===== src/hw/rtl/incremental_transitive_closure_unit_defines.svh =====
// Assertion macros shared by the incremental transitive closure RTL.
// Depends on nothing; included by itc_ctrl, the module that carries assertions.
`ifndef INCREMENTAL_TRANSITIVE_CLOSURE_UNIT_DEFINES_SVH
`define INCREMENTAL_TRANSITIVE_CLOSURE_UNIT_DEFINES_SVH

// Same-cycle implication, checked outside reset.
`define ITC_ASSERT_IMPL(label, clk, rst, ante, cons, msg) \
  label: assert property (@(posedge clk) disable iff (rst) (ante) |-> (cons)) \
    else $error(msg);

// Next-cycle implication, checked outside reset.
`define ITC_ASSERT_NEXT(label, clk, rst, ante, cons, msg) \
  label: assert property (@(posedge clk) disable iff (rst) (ante) |=> (cons)) \
    else $error(msg);

`endif


===== src/hw/rtl/itc_pkg.sv =====
// Shared types and codes for the incremental transitive closure unit.
// Depends on nothing; used by itc_ctrl, the top module and the testbench.
package itc_pkg;

  localparam int NODE_W   = 6;
  localparam int STATUS_W = 2;

  localparam logic OP_INSERT = 1'b0;
  localparam logic OP_QUERY  = 1'b1;

  localparam logic [STATUS_W-1:0] ST_OK    = 2'd0;
  localparam logic [STATUS_W-1:0] ST_CYCLE = 2'd1;
  localparam logic [STATUS_W-1:0] ST_SELF  = 2'd2;

  typedef struct packed {
    logic [STATUS_W-1:0] status;
    logic                connected;
  } result_t;

endpackage


===== src/hw/rtl/itc_ctrl.sv =====
// Sequencer of the closure unit: clearing pass, lookups and the row sweep.
// Depends on itc_pkg and the assertion macros header; drives itc_row_mem.
`include "incremental_transitive_closure_unit_defines.svh"

module itc_ctrl #(
  parameter int NODES = 64,
  localparam int IDX_W = $clog2(NODES),
  localparam int CNT_W = $clog2(NODES + 1)
) (
  input  logic                          clk,
  input  logic                          rst,
  input  logic                          in_valid,
  output logic                          in_ready,
  input  logic                          operation,
  input  logic [itc_pkg::NODE_W-1:0]    source_node,
  input  logic [itc_pkg::NODE_W-1:0]    dest_node,
  output logic                          rd_en,
  output logic [IDX_W-1:0]              rd_addr,
  input  logic [NODES-1:0]              rd_data,
  output logic                          wr_en,
  output logic [IDX_W-1:0]              wr_addr,
  output logic [NODES-1:0]              wr_data,
  output logic                          res_valid,
  output itc_pkg::result_t              res,
  input  logic                          res_ready
);
  import itc_pkg::*;

  typedef enum logic [4:0] {
    S_CLEAR = 5'b00001,
    S_IDLE  = 5'b00010,
    S_LOOK  = 5'b00100,
    S_SWEEP = 5'b01000,
    S_DONE  = 5'b10000
  } state_t;

  state_t            state, state_next;
  logic [CNT_W-1:0]  cnt, cnt_next;
  logic [NODES-1:0]  dst_row, dst_row_next;
  result_t           result, result_next;
  logic              op;
  logic [NODE_W-1:0] src;
  logic [NODE_W-1:0] dst;
  logic              rd_pend;
  logic [IDX_W-1:0]  wb_addr;

  logic              accept;
  logic              sweep_rd;
  logic              in_range;
  logic [IDX_W-1:0]  src_idx;
  logic [IDX_W-1:0]  dst_idx;
  logic              row_hit;

  assign accept   = in_valid && in_ready;
  assign in_range = (32'(source_node) < NODES) && (32'(dest_node) < NODES);
  assign src_idx  = IDX_W'(src);
  assign dst_idx  = IDX_W'(dst);
  // A row takes the update when it reaches the source, or is the source row.
  assign row_hit  = rd_data[src_idx] || (wb_addr == src_idx);
  assign res      = result;

  always_comb begin
    state_next   = state;
    cnt_next     = cnt;
    dst_row_next = dst_row;
    result_next  = result;
    in_ready     = (state == S_IDLE);
    res_valid    = (state == S_DONE);
    rd_en        = 1'b0;
    rd_addr      = cnt[IDX_W-1:0];
    wr_en        = 1'b0;
    wr_addr      = wb_addr;
    wr_data      = rd_data;
    sweep_rd     = 1'b0;
    case (state)
      S_CLEAR: begin
        wr_en   = 1'b1;
        wr_addr = cnt[IDX_W-1:0];
        wr_data = '0;
        if (cnt == CNT_W'(NODES - 1)) begin
          cnt_next   = '0;
          state_next = S_IDLE;
        end else begin
          cnt_next = cnt + CNT_W'(1);
        end
      end
      S_IDLE: begin
        if (accept) begin
          result_next = '{status: ST_OK, connected: 1'b0};
          if (operation == OP_INSERT && source_node == dest_node) begin
            result_next.status = ST_SELF;
            state_next         = S_DONE;
          end else if (!in_range) begin
            state_next = S_DONE;
          end else begin
            rd_en      = 1'b1;
            rd_addr    = (operation == OP_QUERY) ? IDX_W'(source_node) : IDX_W'(dest_node);
            state_next = S_LOOK;
          end
        end
      end
      S_LOOK: begin
        if (op == OP_QUERY) begin
          result_next.connected = rd_data[dst_idx];
          state_next            = S_DONE;
        end else if (rd_data[src_idx]) begin
          result_next.status = ST_CYCLE;
          state_next         = S_DONE;
        end else begin
          dst_row_next = rd_data | (NODES'(1) << dst_idx);
          cnt_next     = '0;
          state_next   = S_SWEEP;
        end
      end
      S_SWEEP: begin
        if (cnt != CNT_W'(NODES)) begin
          sweep_rd = 1'b1;
          rd_en    = 1'b1;
          rd_addr  = cnt[IDX_W-1:0];
          cnt_next = cnt + CNT_W'(1);
        end else begin
          cnt_next   = '0;
          state_next = S_DONE;
        end
        wr_en   = rd_pend;
        wr_data = row_hit ? (rd_data | dst_row) : rd_data;
      end
      S_DONE: begin
        if (res_ready) begin
          state_next = S_IDLE;
        end
      end
      default: begin
        state_next = S_IDLE;
      end
    endcase
  end

  always_ff @(posedge clk) begin
    if (rst) begin
      state   <= S_CLEAR;
      cnt     <= '0;
      rd_pend <= 1'b0;
    end else begin
      state   <= state_next;
      cnt     <= cnt_next;
      rd_pend <= sweep_rd;
    end
  end

  always_ff @(posedge clk) begin
    dst_row <= dst_row_next;
    result  <= result_next;
    wb_addr <= cnt[IDX_W-1:0];
    if (accept) begin
      op  <= operation;
      src <= source_node;
      dst <= dest_node;
    end
  end

  `ITC_ASSERT_IMPL(a_no_row_overlap, clk, rst, rd_en && wr_en, rd_addr != wr_addr, "read and write hit the same row")
  `ITC_ASSERT_NEXT(a_busy_after_accept, clk, rst, in_valid && in_ready, !in_ready, "accepted a second item while busy")
  `ITC_ASSERT_IMPL(a_result_quiet, clk, rst, res_valid, !rd_en && !wr_en, "memory active while a result is offered")

endmodule


===== config.mk =====
export PLATFORM = sky130hd
export DESIGN_NAME = itc_ctrl
export DESIGN_NICKNAME = d
export VERILOG_FILES = /design/src/hw/rtl/itc_pkg.sv /design/src/hw/rtl/itc_ctrl.sv
export VERILOG_INCLUDE_DIRS = /design/src /design/src/hw/rtl
export SDC_FILE = /design/constraint.sdc
export NUM_CORES = 1
export LEC_CHECK = 0
export ABC_AREA = 0
export BUFFER_PORTS_ARGS = -buffer_cell sky130_fd_sc_hd__buf_2
export CELL_PAD_IN_SITES_DETAIL_PLACEMENT = 0
export CELL_PAD_IN_SITES_GLOBAL_PLACEMENT = 1
export CORE_AREA = 2 2 134 136
export DETAILED_ROUTE_END_ITERATION = 8
export DIE_AREA = 0 0 136 138
export PLACE_DENSITY_LB_ADDON = 0.3
export SYNTH_ARGS = -nofsm -noshare
export SYNTH_HDL_FRONTEND = slang
export SYNTH_SLANG_ARGS = --single-unit

===== constraint.sdc =====
create_clock -name clk -period 7.56 [get_ports clk]
set_input_delay 1.89 -clock clk [delete_from_list [all_inputs] [get_ports clk]]
set_output_delay 1.89 -clock clk [all_outputs]
set_load 0.01 [all_outputs]

# Word level (Yosys, flattened, before mapping)
# Cells that the tools add are included.
[totals] register_bits=99 input_bits=81 output_inout_bits=83 elab_cells=83
[classes] n_addsub=1 order_cmp=2 n_eq_ne=17 shift=1 n_mux=35 bitwise=6 n_reduce_logical=11
[ops] cell="OR 64 bit" count=2
[ops] cell="one-hot mux 64 bit (2 select lines)" count=1
[ops] cell="2-to-1 mux 64 bit" count=1
[ops] cell="<< shifter 1 x 6 -> 64 bit, first input constant" count=1
[ops] cell="2-to-1 mux 5 bit" count=7
[ops] cell="2-to-1 mux 6 bit" count=5
[ops] cell="2-to-1 mux 7 bit" count=4
[ops] cell="one-hot mux 5 bit (5 select lines)" count=1
[ops] cell="one-hot mux 7 bit (3 select lines)" count=1
[ops] cell="< comparator 6 x 7 -> 1 bit, second input constant" count=2
[ops] cell="binary-select mux 1 bit (select 6 bit)" count=2
[ops] cell="== test 6 bit" count=2
[ops] cell="inequality test 2 bit, second input constant" count=6
[ops] cell="AND reduction 3 bit" count=3
[ops] cell="AND reduction 4 bit" count=2
[ops] cell="adder 7 x 1 -> 7 bit, second input constant" count=1
[ops] cell="== test 7 x 6 -> 1 bit, second input constant" count=1
[ops] cell="inequality test 7 bit, second input constant" count=1
[ops] cell="2-to-1 mux 1 bit" count=6
[ops] cell="2-to-1 mux 2 bit" count=3
[ops] cell="one-hot mux 3 bit (2 select lines)" count=1
[ops] cell="== test 5 x 1 -> 1 bit, second input constant" count=1
[ops] cell="== test 5 x 2 -> 1 bit, second input constant" count=1
[ops] cell="== test 5 x 3 -> 1 bit, second input constant" count=1
[ops] cell="other kinds (11)" count=17

# Longest topological paths before layout
[logic_depth] word_depth=5 ltp_mapped=9 ltp_nobuf=8

# Worst setup path after synthesis
# Ideal clock, no wire load.
[synth_path] path_kind="input to output" startpoint="in rd_data[59]" endpoint="out wr_data[0]" t_arrival_ns=3.602 required_time_ns=5.670 slack_ns=2.068 path_stages=7 cell_sequence="mux4_1 mux4_2 nor2_1 or3_4 a31oi_4 buf_6 a22o_1"
[synth_via] elab_chain_len=5
[synth_rtl] element="start: declaration" line="itc_ctrl.sv:19" source="input logic [NODES-1:0] rd_data,"
[synth_rtl] element="binary-select mux 1 bit (select 6 bit)" line="itc_ctrl.sv:59" source="assign row_hit = rd_data[src_idx] || (wb_addr == src_idx);"
[synth_rtl] element="2-to-1 mux 1 bit (not written as such)" line="itc_ctrl.sv:59"
[synth_rtl] element="logical OR 1 bit" line="itc_ctrl.sv:59"
[synth_rtl] element="2-to-1 mux 64 bit" line="itc_ctrl.sv:126" source="wr_data = row_hit ? (rd_data | dst_row) : rd_data;"
[synth_rtl] element="one-hot mux 64 bit (2 select lines)" line="itc_ctrl.sv:75" source="case (state)"
[synth_rtl] element="end: declaration" line="itc_ctrl.sv:22" source="output logic [NODES-1:0] wr_data,"
# Every way passes these cells. The select of a mux whose other input is x is not followed.

# Final worst setup path
[layout_path] startpoint="in rd_data[19]" endpoint="out wr_data[37]"
# The elaborated chain is that of the path after synthesis.

==> results.json <==
{
  "ant_nets": 0,
  "dieArea_um2": 18800,
  "core_area_um2": 17500,
  "clk_latency_ns": 0.36,
  "cp-end-kind": "primary output",
  "drt_iter0_drc": 295,
  "cp_slowest_stage_delay_ns": 0.99,
  "r2r_start": "src[1]$_DFFE_PN_",
  "ys_types": 47,
  "hold_class": "reg -> reg",
  "antenna_found_initial": 1,
  "avgSynthCellArea_um2": 12.4,
  "tightestPinTransition_ns": 1.20,
  "final-instance-count-excl-fill": 872,
  "post-route-drc-count": 0,
  "drt-vias-per-instance": 5.73,
  "drive_above_1_share_pct": 36.9,
  "post-cts-setup-buffers": 0,
  "fin_nets": 721,
  "cp_slowest_cell": "a31oi_4",
  "cts_root_buf": "clkbuf_16",
  "yosysSeqAreaShare_pct": 45.4,
  "p_comb_share_pct": 24.3,
  "yosysWarnings": 0,
  "syn_inst": 494,
  "async_flop_share_pct": 0,
  "grt_pass1_vias": 4938,
  "cp_cell_sequence": "buf_2 -> mux4_2 -> mux2i_1 -> o22ai_1 -> o2111ai_4 -> a31oi_4 -> buf_4 -> a22o_2 -> buf_2",
  "die_x_um": 136,
  "synthTopCellsByArea": "edfxtp_1, mux4_2, a22o_1",
  "numCtsBuffers": 9,
  "ctsHoldBuffers": 0,
  "overflow": 0,
  "max_cap_viol_count": 0,
  "p_switching_mw": 0.415,
  "hpwl_um": 14000,
  "h-tree-depth": 3,
  "synth_flop_cell": "edfxtp_1",
  "wl_per_cell_um": 22.0,
  "ctsResizeCount": 0,
  "n_antenna_cell": 0,
  "synth_seq_cells": 99,
  "status": "completed",
  "start_kind": "primary input",
  "syn2layout_area_growth_pct": 19.9,
  "syn-cell-area_um2": 6130,
  "yosysTopAreaCell": "edfxtp_1",
  "grt_pass1_wl_um": 29200,
  "io_pins": 164,
  "synth_edf_count": 80,
  "power.internal_mw": 0.985,
  "maxSlewViolCount": 0,
  "synth_top_area_share_pct": 39.2,
  "synth_nets": 577,
  "min_period_over_period_pct": 86.7,
  "fin_setup_tns_ns": 0,
  "rrSetupSlack_ns": 3.86,
  "num_rows": 49,
  "setup_viol": 0,
  "grtUsageTotal_pct": 20.6,
  "fmaxAchievable_mhz": 153,
  "post-place-cells": 856,
  "gp_congestion": 0.826,
  "clockBufferDepth": 2,
  "cp.arrival_ns": 4.67,
  "swShare_pct": 29.7,
  "initial_core_util_pct": 35.0,
  "fp.dieH_um": 138,
  "wl_um": 19200,
  "path_clk_slew_ns": 0.07,
  "skew_ns": 0.00757,
  "clkPwrFrac_pct": 32.0,
  "port_buffers": 163,
  "crit_type": "in -> out",
  "p_leak_nw": 3.13,
  "cts_sinks": 99,
  "peakVddDrop_mv": 0.113,
  "via_count": 4994,
  "relSlewSlack_pct": 19.8,
  "cts_tree": "done",
  "p_seq_share_pct": 43.6,
  "drt_pass1_iterations": 4,
  "hold_viol_final": 0,
  "crit_path_max_fanout": 40,
  "crit_path_start": "rd_data[19]",
  "fin_crit_ns": 6.56,
  "grt_max_degree": 65,
  "rsz0062_at_grt": "false",
  "worstPathRequired_ns": 5.67,
  "p_per_area_nw_per_um2": 191,
  "cp_common_cell": "buf_2",
  "hp-start": "cnt[1]$_SDFFE_PP0P_"
}
==> flip-flops by register name, indices dropped and copies added, names as in the netlist <==
register,cells
cnt,7
dst,6
dst_row,64
op,1
rd_pend,1
res,3
src,6
state,5
wb_addr,6
==> routing by layer <==
metal  global-route usage, %  vias up  wire length, um
li1                        -     2255                -
met1                    29.2     2471             8480
met2                    31.0      237             8730
met3                    4.00       29             1480
met4                    8.50        2              520
met5                       0        -               11
==> Yosys cell counts, drive strengths merged, types with 2 or more instances <==
| cell | n |
|---|---|
| or2 | 5 |
| nor2b | 8 |
| xor2 | 7 |
| a41o | 4 |
| nand2 | 23 |
| nand2b | 10 |
| inv | 10 |
| mux2i | 11 |
| a21oi | 10 |
| edfxtp | 80 |
| o22ai | 2 |
| clkbuf | 22 |
| buf | 15 |
| ha | 2 |
| and3 | 4 |
| a22o | 64 |
| nand3 | 10 |
| nor4 | 5 |
| a31oi | 3 |
| nor3 | 9 |
| nor2 | 32 |
| mux2 | 6 |
| dfxtp | 19 |
| xnor2 | 5 |
| a21o | 40 |
| nand3b | 5 |
| o21bai | 20 |
| and2 | 3 |
| o21ai | 14 |
| mux4 | 38 |
==> power groups by stage <==
stage,Clock (mW),Combinational [mW],Sequential (mW)
after CTS,0.457,0.343,0.611
after global placement,0,0.337,0.623
after global routing,0.478,0.369,0.613
after detailed placement,0,0.341,0.624
final,0.449,0.341,0.611
after floorplan,0,0.209,0.617
==> stage by stage <==
stage / hold slack [ns] / power [mW] / util, % / setup WS, ns / cell area [um2]
2_1_floorplan: 0.376 / 0.825 / - / 2.07 / 6130
3_3_place_gp: 0.412 / 0.960 / 40.3 / 1.07 / 7060
3_5_place_dp: 0.416 / 0.965 / 40.3 / 1.01 / 7060
4_1_cts: 0.426 / 1.41 / 41.9 / 0.982 / 7350
5_1_grt: 0.438 / 1.46 / 41.9 / 0.825 / 7350
6_report: 0.422 / 1.40 / 41.9 / 1.00 / 7350
==> layout by cell type (no fill, tap or decap), types with 8 or more instances in the layout <==
cell	count
clkbuf_16	9
a21o_1	40
nor2b_1	8
nand2b_1	10
buf_2	163
a21oi_1	10
mux2i_1	11
nor3_1	9
o21bai_1	20
nor2_1	31
mux4_2	28
nand2_1	23
dfxtp_1	19
edfxtp_1	80
a22o_1	60
mux4_1	10
inv_1	9
nand3_1	10
o21ai_0	14
==> worst max-delay path: cells and delay by family <==
family | cells | cell delay [ns]
buf+inv | 3 | 0.69
mux | 2 | 0.38
compound gates | 4 | 1.70
==> layout make-up <==
class	count	area, um2
Tap cell	229	287
Multi-Input combinational cell	348	3090
Clock inverter	7	58.8
Clock buffer	9	225
Timing Repair Buffer	170	868
Fill cell	1741	10200
Inverter	10	37.5
Sequential cell	99	2780
==> worst paths after layout <==
path	endpoint	depth (start not counted)
max	wr_data[37]	9
min	wb_addr[1]$_DFF_P_	0
max reg2reg	dst_row[60]$_DFFE_PP_	7
min reg2reg	wb_addr[1]$_DFF_P_	0
==> cells by family (layout without fill, tap and decap cells) <==
| kind of cell | count (synthesis) | in the layout | share of synthesized area (%) |
|---|---|---|---|
| adder cells (fa/ha/maj) | 2 | 2 | 0.408 |
| AND/OR/NAND/NOR | 117 | 117 | 9.59 |
| XOR/XNOR | 12 | 12 | 1.71 |
| buffers and inverters | 47 | 196 | 4.20 |
| flip-flops | 99 | 99 | 45.4 |
| multiplexers | 55 | 55 | 17.5 |
| AO/OA/AOI/OAI | 162 | 162 | 21.1 |
No activity file was read; power rests on OpenSTA's default activity.
